==> config.mk <==
export PLATFORM = sky130hd
export DESIGN_NAME = pixel_hit_cluster_framer
export DESIGN_NICKNAME = d
export VERILOG_FILES = /design/src/rtl/phcf_pkg.sv /design/src/rtl/phcf_front.sv /design/src/rtl/phcf_queue.sv /design/src/rtl/phcf_back.sv /design/src/rtl/pixel_hit_cluster_framer.sv
export SDC_FILE = /design/constraint.sdc
export NUM_CORES = 1
export LEC_CHECK = 0
export ABC_CLOCK_PERIOD_IN_PS = 7200
export BUFFER_PORTS_ARGS = -buffer_cell sky130_fd_sc_hd__clkbuf_2
export CORE_MARGIN = 1.5
export CORE_UTILIZATION = 40
export DETAILED_ROUTE_END_ITERATION = 16
export PLACE_DENSITY_LB_ADDON = 0.3
export SYNTH_ARGS = -nofsm -noshare
export SYNTH_HDL_FRONTEND = slang
export SYNTH_SLANG_ARGS = --single-unit
==> constraint.sdc <==
create_clock -name clk -period 7.2 [get_ports clk]
set_input_delay 0.36 -clock clk [delete_from_list [all_inputs] [get_ports clk]]
set_output_delay 0.36 -clock clk [all_outputs]
set_load 0.02 [all_outputs]
==> src/rtl/phcf_pkg.sv <==
// ----------------------------------------------------------------------------
// phcf_pkg: shared definitions for the pixel hit cluster framer
// Mode codes, register indexes, stream byte codes and the command record
// handed from the front end to the byte emitter.
// ----------------------------------------------------------------------------
package phcf_pkg;

  // input transaction modes
  localparam logic [2:0] MODE_HIT      = 3'd0;
  localparam logic [2:0] MODE_EOF      = 3'd1;
  localparam logic [2:0] MODE_BUSY_ON  = 3'd2;
  localparam logic [2:0] MODE_BUSY_OFF = 3'd3;
  localparam logic [2:0] MODE_IDLE     = 3'd4;

  // configuration register indexes
  localparam logic REG_CHIP_ID      = 1'b0;
  localparam logic REG_INNER_BARREL = 1'b1;

  // stream byte codes
  localparam logic [7:0] BYTE_CHIP_HDR  = 8'hA0;
  localparam logic [7:0] BYTE_TRAILER   = 8'hB0;
  localparam logic [7:0] BYTE_REGION    = 8'hC0;
  localparam logic [7:0] BYTE_EMPTY     = 8'hE0;
  localparam logic [7:0] BYTE_SHORT     = 8'h40;
  localparam logic [7:0] BYTE_IDLE      = 8'hFF;
  localparam logic [7:0] BYTE_BUSY_ON   = 8'hF1;
  localparam logic [7:0] BYTE_BUSY_OFF  = 8'hF0;
  localparam logic [5:0] POS_HI_MASK    = 6'h3F;
  localparam logic [7:0] BYTE_LONG_FLAG = 8'h80;

  // most bytes one transaction can produce: flush(3) + chip hdr(3) + region hdr(3)
  localparam int CMD_BYTES = 9;
  localparam int CNT_W     = $clog2(CMD_BYTES + 1);

  // command queue depth
  localparam int Q_DEPTH = 2;
  localparam int Q_PTR_W = $clog2(Q_DEPTH);
  localparam int Q_CNT_W = $clog2(Q_DEPTH + 1);

  typedef struct packed {
    logic [CMD_BYTES-1:0][7:0] bytes;
    logic [CNT_W-1:0]          cnt;
  } cmd_t;

endpackage

==> src/rtl/phcf_front.sv <==
// ----------------------------------------------------------------------------
// phcf_front: frame and cluster tracking
// Accepts input transactions, updates frame/cluster state and builds the
// byte list each transaction releases.
// ----------------------------------------------------------------------------
module phcf_front import phcf_pkg::*; (
  input  logic        clk,
  input  logic        rst_n,
  input  logic [3:0]  chip_id,
  input  logic        inner_barrel,
  input  logic        accept,
  input  logic [2:0]  mode,
  input  logic [4:0]  region_id,
  input  logic [13:0] hit_position,
  input  logic [7:0]  timestamp,
  input  logic [3:0]  trailer_flags,
  output cmd_t        cmd
);

  logic        frame_open_r,  frame_open_nxt;
  logic        chip_sent_r,   chip_sent_nxt;
  logic        region_sent_r, region_sent_nxt;
  logic [4:0]  cur_region_r,  cur_region_nxt;
  logic        clu_valid_r,   clu_valid_nxt;
  logic [13:0] clu_base_r,    clu_base_nxt;
  logic [6:0]  clu_map_r,     clu_map_nxt;
  logic [7:0]  frame_ts_r,    frame_ts_nxt;

  logic [2:0]  top_off;
  logic [14:0] clu_top;
  logic [13:0] pos_diff;

  // offset of the highest hit in the open cluster: lowest set map bit
  always_comb begin
    top_off = 3'd0;
    for (int i = 6; i >= 0; i--) begin
      if (clu_map_r[i]) top_off = 3'(7 - i);
    end
    clu_top  = {1'b0, clu_base_r} + {12'd0, top_off};
    pos_diff = hit_position - clu_base_r;
  end

  always_comb begin
    logic             fo, chs, rhs, cv;
    logic [4:0]       cr;
    logic [7:0]       ts_v;
    logic             drop, join_hit;
    logic [CNT_W-1:0] n;
    logic [CMD_BYTES-1:0][7:0] b;

    frame_open_nxt  = frame_open_r;
    chip_sent_nxt   = chip_sent_r;
    region_sent_nxt = region_sent_r;
    cur_region_nxt  = cur_region_r;
    clu_valid_nxt   = clu_valid_r;
    clu_base_nxt    = clu_base_r;
    clu_map_nxt     = clu_map_r;
    frame_ts_nxt    = frame_ts_r;

    fo       = frame_open_r;
    chs      = chip_sent_r;
    rhs      = region_sent_r;
    cv       = clu_valid_r;
    cr       = cur_region_r;
    ts_v     = frame_ts_r;
    drop     = 1'b0;
    join_hit = 1'b0;
    n        = '0;
    b        = '0;

    // a hit or end of frame opens a closed frame with fresh state
    if ((mode == MODE_HIT || mode == MODE_EOF) && !fo) begin
      chs  = 1'b0;
      rhs  = 1'b0;
      cv   = 1'b0;
      cr   = 5'd0;
      ts_v = timestamp;
    end

    unique case (mode)
      MODE_HIT: begin
        if (frame_open_r && clu_valid_r) begin
          if (region_id < cur_region_r) begin
            drop = 1'b1;
          end else if (region_id == cur_region_r && {1'b0, hit_position} <= clu_top) begin
            drop = 1'b1;
          end else if (region_id == cur_region_r &&
                       {1'b0, hit_position} < {1'b0, clu_base_r} + 15'd8) begin
            join_hit = 1'b1;
          end
        end

        if (join_hit) begin
          clu_map_nxt = clu_map_r | (7'd1 << (3'd7 - pos_diff[2:0]));
        end else if (!drop) begin
          if (cv) begin
            if (clu_map_r == 7'd0) begin
              b[n] = BYTE_SHORT | {2'b00, clu_base_r[13:8] & POS_HI_MASK}; n = n + 1'b1;
              b[n] = clu_base_r[7:0]; n = n + 1'b1;
              if (inner_barrel) begin
                b[n] = BYTE_IDLE; n = n + 1'b1;
              end
            end else begin
              b[n] = {2'b00, clu_base_r[13:8]}; n = n + 1'b1;
              b[n] = clu_base_r[7:0]; n = n + 1'b1;
              b[n] = {1'b0, clu_map_r}; n = n + 1'b1;
            end
          end
          if (!chs) begin
            b[n] = BYTE_CHIP_HDR | {4'h0, chip_id}; n = n + 1'b1;
            b[n] = ts_v; n = n + 1'b1;
            if (inner_barrel) begin
              b[n] = BYTE_IDLE; n = n + 1'b1;
            end
            rhs = 1'b0;
          end
          if (!rhs || region_id != cr) begin
            b[n] = BYTE_REGION | {3'b000, region_id}; n = n + 1'b1;
            if (inner_barrel) begin
              b[n] = BYTE_IDLE; n = n + 1'b1;
              b[n] = BYTE_IDLE; n = n + 1'b1;
            end
            cr = region_id;
          end
          frame_open_nxt  = 1'b1;
          chip_sent_nxt   = 1'b1;
          region_sent_nxt = 1'b1;
          cur_region_nxt  = cr;
          clu_valid_nxt   = 1'b1;
          clu_base_nxt    = hit_position;
          clu_map_nxt     = 7'd0;
          frame_ts_nxt    = ts_v;
        end
      end
      MODE_EOF: begin
        if (chs) begin
          if (cv) begin
            if (clu_map_r == 7'd0) begin
              b[n] = BYTE_SHORT | {2'b00, clu_base_r[13:8] & POS_HI_MASK}; n = n + 1'b1;
              b[n] = clu_base_r[7:0]; n = n + 1'b1;
              if (inner_barrel) begin
                b[n] = BYTE_IDLE; n = n + 1'b1;
              end
            end else begin
              b[n] = {2'b00, clu_base_r[13:8]}; n = n + 1'b1;
              b[n] = clu_base_r[7:0]; n = n + 1'b1;
              b[n] = {1'b0, clu_map_r}; n = n + 1'b1;
            end
          end
          b[n] = BYTE_TRAILER | {4'h0, trailer_flags}; n = n + 1'b1;
          b[n] = BYTE_IDLE; n = n + 1'b1;
          if (inner_barrel) begin
            b[n] = BYTE_IDLE; n = n + 1'b1;
          end
        end else begin
          b[n] = BYTE_EMPTY | {4'h0, chip_id}; n = n + 1'b1;
          b[n] = ts_v; n = n + 1'b1;
          b[n] = BYTE_IDLE; n = n + 1'b1;
        end
        // frame closes: back to reset state
        frame_open_nxt  = 1'b0;
        chip_sent_nxt   = 1'b0;
        region_sent_nxt = 1'b0;
        cur_region_nxt  = 5'd0;
        clu_valid_nxt   = 1'b0;
        clu_base_nxt    = 14'd0;
        clu_map_nxt     = 7'd0;
        frame_ts_nxt    = 8'd0;
      end
      MODE_BUSY_ON: begin
        b[n] = BYTE_BUSY_ON; n = n + 1'b1;
      end
      MODE_BUSY_OFF: begin
        b[n] = BYTE_BUSY_OFF; n = n + 1'b1;
      end
      MODE_IDLE: begin
        b[n] = BYTE_IDLE; n = n + 1'b1;
      end
      default: begin
      end
    endcase

    cmd.bytes = b;
    cmd.cnt   = n;
  end

  always_ff @(posedge clk) begin
    if (!rst_n) begin
      frame_open_r  <= 1'b0;
      chip_sent_r   <= 1'b0;
      region_sent_r <= 1'b0;
      cur_region_r  <= 5'd0;
      clu_valid_r   <= 1'b0;
      clu_base_r    <= 14'd0;
      clu_map_r     <= 7'd0;
      frame_ts_r    <= 8'd0;
    end else if (accept) begin
      frame_open_r  <= frame_open_nxt;
      chip_sent_r   <= chip_sent_nxt;
      region_sent_r <= region_sent_nxt;
      cur_region_r  <= cur_region_nxt;
      clu_valid_r   <= clu_valid_nxt;
      clu_base_r    <= clu_base_nxt;
      clu_map_r     <= clu_map_nxt;
      frame_ts_r    <= frame_ts_nxt;
    end
  end

endmodule

==> src/rtl/phcf_queue.sv <==
// ----------------------------------------------------------------------------
// phcf_queue: command queue
// Short FIFO of byte commands between the front end and the emitter.
// ----------------------------------------------------------------------------
module phcf_queue import phcf_pkg::*; (
  input  logic clk,
  input  logic rst_n,
  input  logic push,
  input  cmd_t push_cmd,
  input  logic pop,
  output cmd_t head,
  output logic q_valid,
  output logic q_full
);

  cmd_t               mem_r [Q_DEPTH];
  logic [Q_PTR_W-1:0] wr_ptr_r, wr_ptr_nxt;
  logic [Q_PTR_W-1:0] rd_ptr_r, rd_ptr_nxt;
  logic [Q_CNT_W-1:0] cnt_r,    cnt_nxt;

  assign head    = mem_r[rd_ptr_r];
  assign q_valid = (cnt_r != '0);
  assign q_full  = (cnt_r == Q_CNT_W'(Q_DEPTH));

  always_comb begin
    wr_ptr_nxt = push ? wr_ptr_r + 1'b1 : wr_ptr_r;
    rd_ptr_nxt = pop  ? rd_ptr_r + 1'b1 : rd_ptr_r;
    cnt_nxt    = cnt_r;
    if (push && !pop) cnt_nxt = cnt_r + 1'b1;
    else if (!push && pop) cnt_nxt = cnt_r - 1'b1;
  end

  always_ff @(posedge clk) begin
    if (push) mem_r[wr_ptr_r] <= push_cmd;
  end

  always_ff @(posedge clk) begin
    if (!rst_n) begin
      wr_ptr_r <= '0;
      rd_ptr_r <= '0;
      cnt_r    <= '0;
    end else begin
      wr_ptr_r <= wr_ptr_nxt;
      rd_ptr_r <= rd_ptr_nxt;
      cnt_r    <= cnt_nxt;
    end
  end

endmodule

==> src/rtl/phcf_back.sv <==
// ----------------------------------------------------------------------------
// phcf_back: byte emitter
// Walks the head command one byte per cycle into the output register while out_stall is low.
// ----------------------------------------------------------------------------
module phcf_back import phcf_pkg::*; (
  input  logic       clk,
  input  logic       rst_n,
  input  cmd_t       head,
  input  logic       q_valid,
  output logic       pop,
  output logic       out_valid,
  input  logic       out_stall,
  output logic [7:0] out_byte,
  output logic       out_last
);

  logic [CNT_W-1:0] idx_r,   idx_nxt;
  logic             valid_r, valid_nxt;
  logic [7:0]       byte_r,  byte_nxt;
  logic             last_r,  last_nxt;
  logic             load;
  logic             at_end;

  assign load   = !valid_r || !out_stall;
  assign at_end = (idx_r == head.cnt - 1'b1);
  assign pop    = load && q_valid && at_end;

  always_comb begin
    idx_nxt   = idx_r;
    valid_nxt = valid_r;
    byte_nxt  = byte_r;
    last_nxt  = last_r;
    if (load) begin
      valid_nxt = q_valid;
      if (q_valid) begin
        byte_nxt = head.bytes[idx_r];
        last_nxt = at_end;
        idx_nxt  = at_end ? '0 : idx_r + 1'b1;
      end
    end
  end

  always_ff @(posedge clk) begin
    if (!rst_n) begin
      idx_r   <= '0;
      valid_r <= 1'b0;
    end else begin
      idx_r   <= idx_nxt;
      valid_r <= valid_nxt;
    end
  end

  always_ff @(posedge clk) begin
    byte_r <= byte_nxt;
    last_r <= last_nxt;
  end

  assign out_valid = valid_r;
  assign out_byte  = byte_r;
  assign out_last  = last_r;

endmodule

==> src/rtl/pixel_hit_cluster_framer.sv <==
// ----------------------------------------------------------------------------
// pixel_hit_cluster_framer: pixel hit clustering and frame byte stream
// Groups ordered pixel hits into clusters and frames them as a byte stream.
// ----------------------------------------------------------------------------
// Usage: each input transaction is taken by the front end while in_stall is
// low; it updates frame and cluster state and queues the bytes it releases
// (0 to 9). The emitter drives one byte per cycle while out_stall is low;
// a hit that joins the open cluster, an out-of-order hit or an unused mode
// releases nothing. Sustained throughput is set by the byte output port:
// one byte per clock while out_stall is low.
// A two-entry command queue lets the front end keep accepting while the
// emitter drains, and in_stall rises only when that queue is full. Write the
// configuration registers only while the block is idle.
// ----------------------------------------------------------------------------
module pixel_hit_cluster_framer import phcf_pkg::*; (
  input  logic        clk,
  input  logic        rst_n,
  // configuration write port
  input  logic        cfg_we,
  input  logic        cfg_index,
  input  logic [3:0]  cfg_wdata,
  // input transactions
  input  logic        in_valid,
  output logic        in_stall,
  input  logic [2:0]  in_mode,
  input  logic [4:0]  in_region_id,
  input  logic [13:0] in_hit_position,
  input  logic [7:0]  in_timestamp,
  input  logic [3:0]  in_trailer_flags,
  // output byte transactions
  output logic        out_valid,
  input  logic        out_stall,
  output logic [7:0]  out_byte,
  output logic        out_last
);

  logic [3:0] chip_id_r;
  logic       inner_barrel_r;

  logic       in_accept;
  cmd_t       cmd;
  logic       cmd_push;
  cmd_t       head;
  logic       q_valid;
  logic       q_full;
  logic       q_pop;

  // configuration registers
  always_ff @(posedge clk) begin
    if (!rst_n) begin
      chip_id_r      <= 4'd0;
      inner_barrel_r <= 1'b0;
    end else if (cfg_we) begin
      unique case (cfg_index)
        REG_CHIP_ID:      chip_id_r      <= cfg_wdata;
        REG_INNER_BARREL: inner_barrel_r <= cfg_wdata[0];
        default: begin
        end
      endcase
    end
  end

  // the front end stalls only on a full command queue
  assign in_stall  = q_full;
  assign in_accept = in_valid && !in_stall;
  // transactions that release no bytes leave no queue entry
  assign cmd_push  = in_accept && (cmd.cnt != '0);

  phcf_front u_front (
    .clk           (clk),
    .rst_n         (rst_n),
    .chip_id       (chip_id_r),
    .inner_barrel  (inner_barrel_r),
    .accept        (in_accept),
    .mode          (in_mode),
    .region_id     (in_region_id),
    .hit_position  (in_hit_position),
    .timestamp     (in_timestamp),
    .trailer_flags (in_trailer_flags),
    .cmd           (cmd)
  );

  phcf_queue u_queue (
    .clk      (clk),
    .rst_n    (rst_n),
    .push     (cmd_push),
    .push_cmd (cmd),
    .pop      (q_pop),
    .head     (head),
    .q_valid  (q_valid),
    .q_full   (q_full)
  );

  phcf_back u_back (
    .clk       (clk),
    .rst_n     (rst_n),
    .head      (head),
    .q_valid   (q_valid),
    .pop       (q_pop),
    .out_valid (out_valid),
    .out_stall (out_stall),
    .out_byte  (out_byte),
    .out_last  (out_last)
  );

`ifndef SYNTHESIS
  // a queued command always carries between one and the maximum byte count
  a_cmd_count: assert property (@(posedge clk) disable iff (!rst_n)
    cmd_push |-> (cmd.cnt != '0 && cmd.cnt <= CNT_W'(CMD_BYTES)))
    else $error("queued command with bad byte count");

  // retiring a command puts its final byte in the output register
  a_pop_last: assert property (@(posedge clk) disable iff (!rst_n)
    q_pop |=> (out_valid && out_last))
    else $error("command retired without last byte");

  // never retire from an empty queue
  a_pop_valid: assert property (@(posedge clk) disable iff (!rst_n)
    q_pop |-> q_valid)
    else $error("pop from empty command queue");
`endif

endmodule
Word level (Yosys, flattened, before mapping)
Memories as Yosys holds them, arrays and structs flattened. A register that Yosys moved wholly into a read port is not among the register bits.
Index checks and enable logic that the tools add are counted.

storage, ports and cells
  register bits = 58
  RAM bits = 152
  input bits = 44
  output and inout port bits = 11
  logic and storage cells = 227
  memories = 1

cells by class
  $add $sub $neg = 19
  order comparisons = 22
  equal/unequal tests = 11
  shift operators = 1
  multiplexer cells = 112
  bitwise operators = 7
  reduce and logical (&&, ||, !) cells = 40

memories
  memory         words  bits a word  read ports  clocked after Yosys merged registers in  wr ports  RTL line          RTL
  u_queue.mem_r  2      76           1           1                                        1         phcf_queue.sv:16  cmd_t mem_r [Q_DEPTH];

operators by type and width
  cell                     number
  $mux W72                 10
  $or A72 B72 Y72          5
  $bwmux W72               4
  $demux W8 S4             9
  $mux W24                 8
  $pmux W64 S2             1
  $mux W8                  14
  $mux W4                  18
  $lt A4 B5 Y1 const B     10
  $mux W48                 1
  $add A4 B1 Y4 const B    10
  $pmux W8 S5              1
  $ge A4 B1 Y1 const B     9
  $bmux W8 S4              1
  $mux W14                 2
  $pmux W14 S2             1
  $mux W1                  23
  $mux W5                  4
  $logic_and A1 B1 Y1      18
  $mux W3                  6
  $pmux W8 S2              1
  $add A14 B3 Y15          1
  $add A14 B4 Y15 const B  1
  $le A14 B15 Y1           1
  other kinds (36)         53

Logic depth before layout (Yosys ltp)
Gate-level depths: netlist of the first run.

  word-level depth = 39
  mapped depth = 24
  gate-level depth less buffers = 24

Hierarchy
A second synthesis of the first run with hierarchy kept.

second synthesis, totals
  cell total of the unflattened synthesis = 878
  area total of the unflattened synthesis = 11,144.4 µm²

by module, submodules not included
  module                    times used  cells each  area each (µm²)  seq. area each (µm²)
  phcf_queue                1           258         5,856.9          4,664.5
  phcf_front                1           486         3,803.6          540.5
  phcf_back                 1           109         1,248.7          370.4
  pixel_hit_cluster_framer  1           25          235.2            100.1

Least setup slack after synthesis of the first run
Ideal clock, no wire load.

  path type = reg2reg
  start = register u_front.clu_map_r[5]
  end = memory u_queue.mem_r[0][0] (netlist name), enable pin
  setup time = 0.515 ns
  arrival time = 6.843 ns
  setup slack = -0.159 ns
  stages on the path, launching flop included = 22
  period minus slack after synthesis = 7.359 ns
  cells stage by stage = dfxtp_1 > inv_1 > a21oi_1 > nor2_1 > nor2_1 > o21bai_1 > ha_1 > fa_1 > a21oi_1 > nor2_1 > nand2_1 > xor2_1 > ha_1 > nand4_1 > a211oi_1 > o21bai_1 > a21oi_1 > and4_4 > or3_4 > nand2_2 > o221ai_2 > nor2b_1

on the way
  cells in the longest elaborated chain, start to end = 26

RTL lines
  what                               RTL line                             RTL
  from (decl)                        phcf_front.sv:26                     logic [6:0] clu_map_r, clu_map_nxt;
  from (signal assigned)             phcf_front.sv:204                    clu_map_r <= clu_map_nxt;
  $logic_not A7 Y1                   phcf_front.sv:97, phcf_front.sv:138
  $mux W1                            phcf_front.sv:97                     if (clu_map_r == 7'd0) begin
  $mux W4                            phcf_front.sv:96                     if (cv) begin
  $mux W4                            phcf_front.sv:95                     end else if (!drop) begin
  $mux W4                            phcf_front.sv:93                     if (join_hit) begin
  $mux W4                            phcf_front.sv:80                     unique case (mode)
  $add A4 B1 Y4                      phcf_front.sv:110                    b[n] = BYTE_CHIP_HDR | {4'h0, chip_id}; n = n + 1'b1;
  $add A4 B1 Y4                      phcf_front.sv:111                    b[n] = ts_v; n = n + 1'b1;
  (+11 left out)                     n/a
  $mux W4                            phcf_front.sv:95
  $mux W4                            phcf_front.sv:93
  $pmux W4 S3 (*)                    phcf_front.sv:80
  $reduce_bool A4 Y1 (*)             pixel_hit_cluster_framer.sv:67       assign cmd_push = in_accept && (cmd.cnt != '0);
  $logic_and A1 B1 Y1 (*)            pixel_hit_cluster_framer.sv:67
  via cmd_push                       pixel_hit_cluster_framer.sv:42       logic cmd_push;
  $mux W1 (*)                        phcf_queue.sv:34                     if (push) mem_r[wr_ptr_r] <= push_cmd;
  $mux W1 (not written as such) (*)  phcf_queue.sv:34
  to (decl)                          phcf_queue.sv:16

The timed path passes the listed nets; every way through them passes the cells marked *. The select of a mux whose other input is x is not followed.

Worst setup path after layout of the first run
  start = register u_front.clu_map_r[5]
  end = memory u_queue.mem_r[1][12] (netlist name), enable pin

Same word-level chain as after synthesis.

==> flow_summary_export.csv, run 1 <==
group,metric,value,unit
clock_tree,clkTransAtPathRegs,0.07,ns
pwr,p_per_area,269,mW/mm^2
sta,period_minus_slack,5.76,ns
floorplanning,ioPinCount,55,
place,portBuffers,54,
grt,grt_max_degree,75,
pwr,internal-power,0.00218,W
drt,first_pass_iters,5,
clock_tree,ctsResizeCount,0,
setup_path,cp_cell_sequence,"inv_1, a21oi_1, nor2_1, nor2_1, o21bai_1, ha_1, fa_1, a21oi_1, nor2_1, nand2_1, xor2_1, ha_1, nand4_1, a211oi_1, o21bai_1, a21oi_1, and4_4, or3_4, nand2_2, o221ai_2, and2_4",
clock_tree,cts_setup_buffers,0,
finish,area_delta_synth_final,11.0,%
drt,drt_iter0_drc,550,
floorplanning,core,0.0251,mm^2
setup_path,crit_start,"u_front.clu_map_r[5]$_SDFFE_PN0P_",
finish,final_cells,1212,
synth,syn_inst,825,
pwr,comb_power_share,21.8,%
setup_path,crit_family,"simple AND/OR/NAND/NOR gates",
drt,detail-route-antenna-nets,0,
pwr,seqPwrFrac,48.4,%
min_path,worstHoldPathCells,3,
drt,drc,0,
clock_tree,htreeDepth,4,
run,maxCapViolCount,0,
pwr,switching_share,28.6,%
finish,final_common_cell,"edfxtp_1",
grt,track_usage,18.0,%
drt,wl_per_cell,18.7,um
grt,overflow,0,
clock_tree,cts_buffers,17,
min_path,hp-class,"in2reg",
synth,synthFlopType,"edfxtp_1",
setup_path,r2r_start,"u_front.clu_map_r[5]$_SDFFE_PN0P_",
sta,finClkSkew,0.0153,ns
pwr,power_switching,0.000872,W
finish,fillers,2323,
synth,yosysWarnings,0,
sta,rsz0062_at_grt,"no",
synth,avgSynthCellArea,12.4,um^2
synth,ys_seq_elements,199,
pwr,p_leak,3.93,nW
synth,yosysUniqueCellTypes,63,
drt,num_vias,6580,
floorplanning,die_area,0.0265,mm^2
sta,setup_viol,0,
setup_path,worst-path-stages,21,
place,gp_congestion,0.867,
setup_path,critical-path-max-stage-delay,0.85,ns
sta,hold_violations,0,
setup_path,rr_worst_depth,21,
finish,drive_gt1_share,17.8,%
clock_tree,clockBufferDepth,2,
pwr,clkPwrFrac,29.9,%
finish,most-common-layout-cells,"157 x edfxtp_1, 81 x nor2_1, 54 x clkbuf_2",
place,dp.cells,1179,
sta,tns,0,ns
drt,vias_per_cell,5.43,
floorplanning,placementRows,58,
sta,post-route-period-util,80.0,%
drt,wl,22.7,mm
clock_tree,cts_tree,"done",
finish,finalNetCount,959,
synth,synth_enable_flop_cells,157,
setup_path,cp.required,7.25,ns
synth,synth-seq-area-share,54.5,%
pwr,ir_drop,0.221,mV
clock_tree,cts.sinks,199,
min_path,worstHoldStart,"out_stall",
setup_path,worst_path_max_delay_cell,"and2_4",
floorplanning,die_h,163,um
setup_path,critPathBufInv,1,
floorplanning,initial_utilization,40.6,%
setup_path,path_class,"reg2reg",
clock_tree,root_buffer,"clkbuf_16",
setup_path,crit_fanout,74,
finish,multi_input_area,0.00437,mm^2
grt,grt_antenna_before_repair,1,
sta,slew_violations,0,
clock_tree,clock_latency,0.44,ns
setup_path,critPathLaunchType,"register",
place,place_hpwl,16.0,mm
grt,grt_pass1_wl,36.0,mm
setup_path,critical_path_arrival,5.81,ns
sta,slew-limit-headroom,21.7,%
clock_tree,ctsHoldBuffers,0,
sta,worst_slew_pin_slew,1.17,ns
finish,fin_util,45.1,%
sta,fmax,0.174,GHz
sta,whs,0.184,ns
grt,grt_pass1_vias,6510,
finish,seqCellArea,0.00556,mm^2
status,status,"completed",
setup_path,cp-end-kind,"register",
floorplanning,die_w,163,um
synth,synthArstFlopShare,0,%
synth,mappedNetlistArea,0.0102,mm^2
## cell type report
type / count / share of cell area, %
Antenna cell: 1 / 0.0221
Clock buffer: 20 / 3.94
Clock inverter: 12 / 1.06
Inverter: 26 / 0.862
Multi-Input combinational cell: 564 / 38.6
Sequential cell: 199 / 49.1
Tap cell: 330 / 3.65
Timing Repair Buffer: 60 / 2.78
## layer usage
metal  vias to the layer above  GRT usage, %  share of wire (%)
met1                      3225          25.5                 47
met4                         0          5.92                2.3
li1                       3159             -                  -
met3                        37          3.57                5.0
met2                       159          27.7                 45
met5                         -             0                  0
## per-stage QoR
stage | power, W | area [um^2] | setup slack [ns]
after global routing | 0.00320 | 11300 | 0.916
after floorplan | 0.00196 | 10300 | 1.25
after CTS | 0.00308 | 11300 | 1.44
final | 0.00305 | 11300 | 1.44
after global placement | 0.00216 | 10800 | 1.59
after detailed placement | 0.00217 | 10800 | 1.49
## path summary, 6_finish.rpt
| kind | endpoint | slack (ns) |
|---|---|---|
| worst max register to register | u_queue.mem_r[1][12]$_DFFE_PP_ | 1.44 |
| worst max-delay path | u_queue.mem_r[1][12]$_DFFE_PP_ | 1.44 |
| worst min-delay path | u_back.out_valid$_SDFFE_PN0P_ | 0.18 |
| worst min register to register | u_front.cur_region_r[0]$_SDFFE_PN0P_ | 0.49 |
## worst register-to-register path: cells and delay by family (launching register included)
family	cells	cell delay, ns
compound gates	7	1.64
xor+xnor	1	0.07
fa+ha+maj	3	0.99
buf+inv	1	0.06
flops	1	0.36
simple gates	9	2.16
## power by group through the flow
stage	combinational, W	sequential, W	clock (W)
6_report	0.000664	0.00147	0.000910
5_1_grt	0.000729	0.00149	0.000979
4_1_cts	0.000671	0.00148	0.000928
3_5_place_dp	0.000669	0.00150	0
3_3_place_gp	0.000664	0.00150	0
2_1_floorplan	0.000462	0.00150	0
## cell families (layout without fill, tap and decap cells)
| family | after synthesis | after routing | share of synthesized area [%] |
|---|---|---|---|
| simple gates | 250 | 250 | 12.2 |
| flops | 199 | 199 | 54.5 |
| other cells | 1 | 15 | 0.0368 |
| mux | 67 | 67 | 10.9 |
| buf+inv | 75 | 118 | 3.25 |
| fa+ha+maj | 47 | 47 | 5.91 |
| xor+xnor | 40 | 40 | 3.43 |
| compound gates | 146 | 146 | 9.84 |
## cells in the mapped netlist, types with 17 or more instances
cell type | instances | area (um^2)
ha_1 | 45 | 563
edfxtp_1 | 157 | 4710
a21oi_1 | 36 | 180
o21ai_0 | 24 | 120
mux2i_1 | 29 | 290
mux4_2 | 35 | 788
nand2_1 | 53 | 199
clkbuf_1 | 26 | 97.6
dfxtp_1 | 42 | 841
inv_1 | 25 | 93.8
xor2_1 | 17 | 149
nand3_1 | 26 | 130
xnor2_1 | 23 | 201
nor2_1 | 81 | 304
## flip-flops by register name, indices dropped and copies added (netlist names), 2 cells and up, named ones only
name,count
u_queue.mem_r,148
u_front.clu_base_r,14
u_back.out_byte,8
u_front.clu_map_r,7
u_front.cur_region_r,5
chip_id_r,4
u_back.idx_r,4
u_queue.cnt_r,2
(Power assumes the default switching activity.)
==> run 2, diff against run 1 <==
--- a/config.mk
+++ b/config.mk
@@ -5,7 +5,7 @@
 export SDC_FILE = /design/constraint.sdc
 export NUM_CORES = 1
 export LEC_CHECK = 0
-export ABC_CLOCK_PERIOD_IN_PS = 7200
+export ABC_CLOCK_PERIOD_IN_PS = 5940
 export BUFFER_PORTS_ARGS = -buffer_cell sky130_fd_sc_hd__clkbuf_2
 export CORE_MARGIN = 1.5
 export CORE_UTILIZATION = 40
==> constraint.sdc (replaced) <==
create_clock -name clk -period 5.94 [get_ports clk]
set_input_delay 0.297 -clock clk [delete_from_list [all_inputs] [get_ports clk]]
set_output_delay 0.297 -clock clk [all_outputs]
set_load 0.02 [all_outputs]
==> flow_summary_export.csv, run 2 (same netlist as run 1, synthesis figures left out) <==
group,metric,value,unit
clock_tree,cts.sinks,199,
setup_path,crit_family,"compound AO/OA/AOI/OAI gates",
finish,largest_reg_flops,148,
clock_tree,clockBufferDepth,2,
setup_path,worstReg2RegEnd,"u_queue.mem_r[1][45]$_DFFE_PP_",
sta,setup_viol,0,
grt,track_usage,17.8,%
drt,num_vias,6664,
sta,whs,0.108,ns
drt,drt_iter0_drc,459,
setup_path,critical_path_arrival,5.58,ns
sta,period_minus_slack,5.45,ns
floorplanning,placementRows,58,
drt,wl_per_cell,18.5,um
finish,drive_gt1_share,18.5,%
setup_path,path_class,"reg2reg",
floorplanning,core,0.0251,mm^2
place,portBuffers,54,
pwr,ir_drop,0.282,mV
setup_path,worst_path_max_delay_cell,"o221ai_2",
sta,tns,0,ns
setup_path,critPathBufInv,2,
sta,worst_slew_pin_slew,1.17,ns
sta,fmax,0.184,GHz
sta,finClkSkew,0.0201,ns
setup_path,cp-end-kind,"register",
run,maxCapViolCount,0,
clock_tree,root_buffer,"clkbuf_16",
grt,grt_pass1_wl,35.7,mm
clock_tree,clock_latency,0.45,ns
min_path,hp-class,"in2reg",
finish,most-common-layout-cells,"157 x edfxtp_1, 81 x nor2_1, 54 x clkbuf_2",
place,pre_cts_ws,0.400,ns
finish,finalNetCount,966,
setup_path,critical-path-max-stage-delay,0.44,ns
setup_path,cp_cell_sequence,"inv_1, a21oi_1, nor2_1, nor2_1, o21bai_1, ha_1, fa_1, a21oi_1, nor2_1, nand2_1, xor2_1, ha_1, nand4_1, a211oi_1, o21bai_1, a21oi_1, and4_4, or3_4, nand2_2, o221ai_2, and2_4, buf_4",
sta,hold_violations,0,
min_path,worstHoldPathCells,3,
clock_tree,htreeDepth,4,
min_path,min_to,"chip_id_r[1]$_SDFFE_PN0P_",
clock_tree,cts_buffers,17,
setup_path,critPathLaunchType,"register",
place,place_hpwl,15.9,mm
pwr,p_per_area,334,mW/mm^2
floorplanning,die_area,0.0265,mm^2
sta,post-route-period-util,91.7,%
sta,worst_slack,0.491,ns
finish,final_common_cell,"edfxtp_1",
clock_tree,ctsResizeCount,0,
sta,slew_violations,0,
sta,slew-limit-headroom,22.1,%
sta,rsz0062_at_grt,"no",
grt,grt_antenna_before_repair,2,
grt,overflow,0,
finish,area_delta_synth_final,12.6,%
setup_path,rr_worst_depth,22,
floorplanning,ioPinCount,55,
drt,vias_per_cell,5.47,
status,status,"completed",
drt,first_pass_iters,6,
setup_path,r2r_start,"u_front.clu_map_r[5]$_SDFFE_PN0P_",
pwr,p_leak,4.01,nW
floorplanning,initial_utilization,40.6,%
grt,grt_max_degree,38,
drt,wl,22.5,mm
grt,grt_pass1_vias,6514,
drt,detail-route-antenna-nets,0,
drt,drc,0,
min_path,worstHoldStart,"cfg_wdata[1]",
clock_tree,clkTransAtPathRegs,0.07,ns
place,gp_congestion,0.852,
setup_path,cp.required,6.08,ns
setup_path,crit_fanout,21,
setup_path,r2r_slack,0.49,ns
finish,top_register,"u_queue.mem_r",
floorplanning,die_h,163,um
clock_tree,cts_tree,"done",
floorplanning,die_w,163,um
==> run 2: cell types whose count changed in the layout (fill, tap and decap cells not counted), sizes merged <==
| cell | previous run | this run |
|---|---|---|
| clkinvlp | 2 | 1 |
| bufinv | 1 | 4 |
| buf | 6 | 13 |
| inv | 28 | 29 |
| clkbuf | 74 | 72 |
| clkinv | 7 | 5 |
==> run 2: how the worst max path moves through the flow <==
stage	depth (start not counted)	endpoint	from
2_1_floorplan	21	u_queue.mem_r[1][0]$_DFFE_PP_	u_front.clu_map_r[5]$_SDFFE_PN0P_
3_3_place_gp	22	u_queue.mem_r[0][68]$_DFFE_PP_	u_front.clu_map_r[5]$_SDFFE_PN0P_
3_5_place_dp	22	u_queue.mem_r[0][70]$_DFFE_PP_	u_front.clu_map_r[5]$_SDFFE_PN0P_
4_1_cts	22	u_queue.mem_r[0][37]$_DFFE_PP_	u_front.clu_map_r[5]$_SDFFE_PN0P_
5_1_grt	23	u_queue.cnt_r[1]$_SDFFE_PN0P_	u_front.clu_map_r[5]$_SDFFE_PN0P_
6_report	22	u_queue.mem_r[1][45]$_DFFE_PP_	u_front.clu_map_r[5]$_SDFFE_PN0P_
==> run 2: report_power, final <==
part / switching [W] / internal [W] / leakage (nW)
clock: 0.000516 / 0.000711 / 0.302
combinational: 0.000471 / 0.000357 / 1.84
sequential: 0.0000768 / 0.00170 / 1.87
==> run 2: worst min-delay path, stage by stage <==
cell      delay, ns
clkbuf_2       0.07
mux2i_1        0.06
nor2b_1        0.09
==> run 2: per-stage QoR <==
stage | cell area (um^2) | power (W) | utilization, % | instances
finish | 11500 | 0.00384 | 45.7 | 1218
CTS | 11500 | 0.00387 | 45.7 | 1215
floorplan | 10300 | 0.00238 | - | 838
global placement | 10800 | 0.00263 | 43.2 | 1184
detailed placement | 10800 | 0.00265 | 43.2 | 1184
global route | 11500 | 0.00402 | 45.7 | 1217
==> run 2: timing repair <==
item / CTS / global route
setup buffers: 0 / 2
endpoints found under the setup margin: 0 / 64
hold buffers: 0 / 0
==> run 2: area by class of cell <==
type                       count  area (um^2)
clock inverter                13          196
antenna                        1         2.50
inverter                      26         97.6
tap                          330          413
multi-input combinational    564         4370
timing repair buffer          67          418
fill                        2331        13600
sequential                   199         5560
clock buffer                  18          429
==> run 2: metal layers <==
layer	GRT usage [%]	vias up	wire length, um	share of wire (%)
li1	-	3177	-	-
met1	24.7	3281	10300	46
met2	28.3	182	10700	47
met3	3.74	22	1240	5.5
met4	5.05	2	281	1.2
met5	0	-	11	0.049
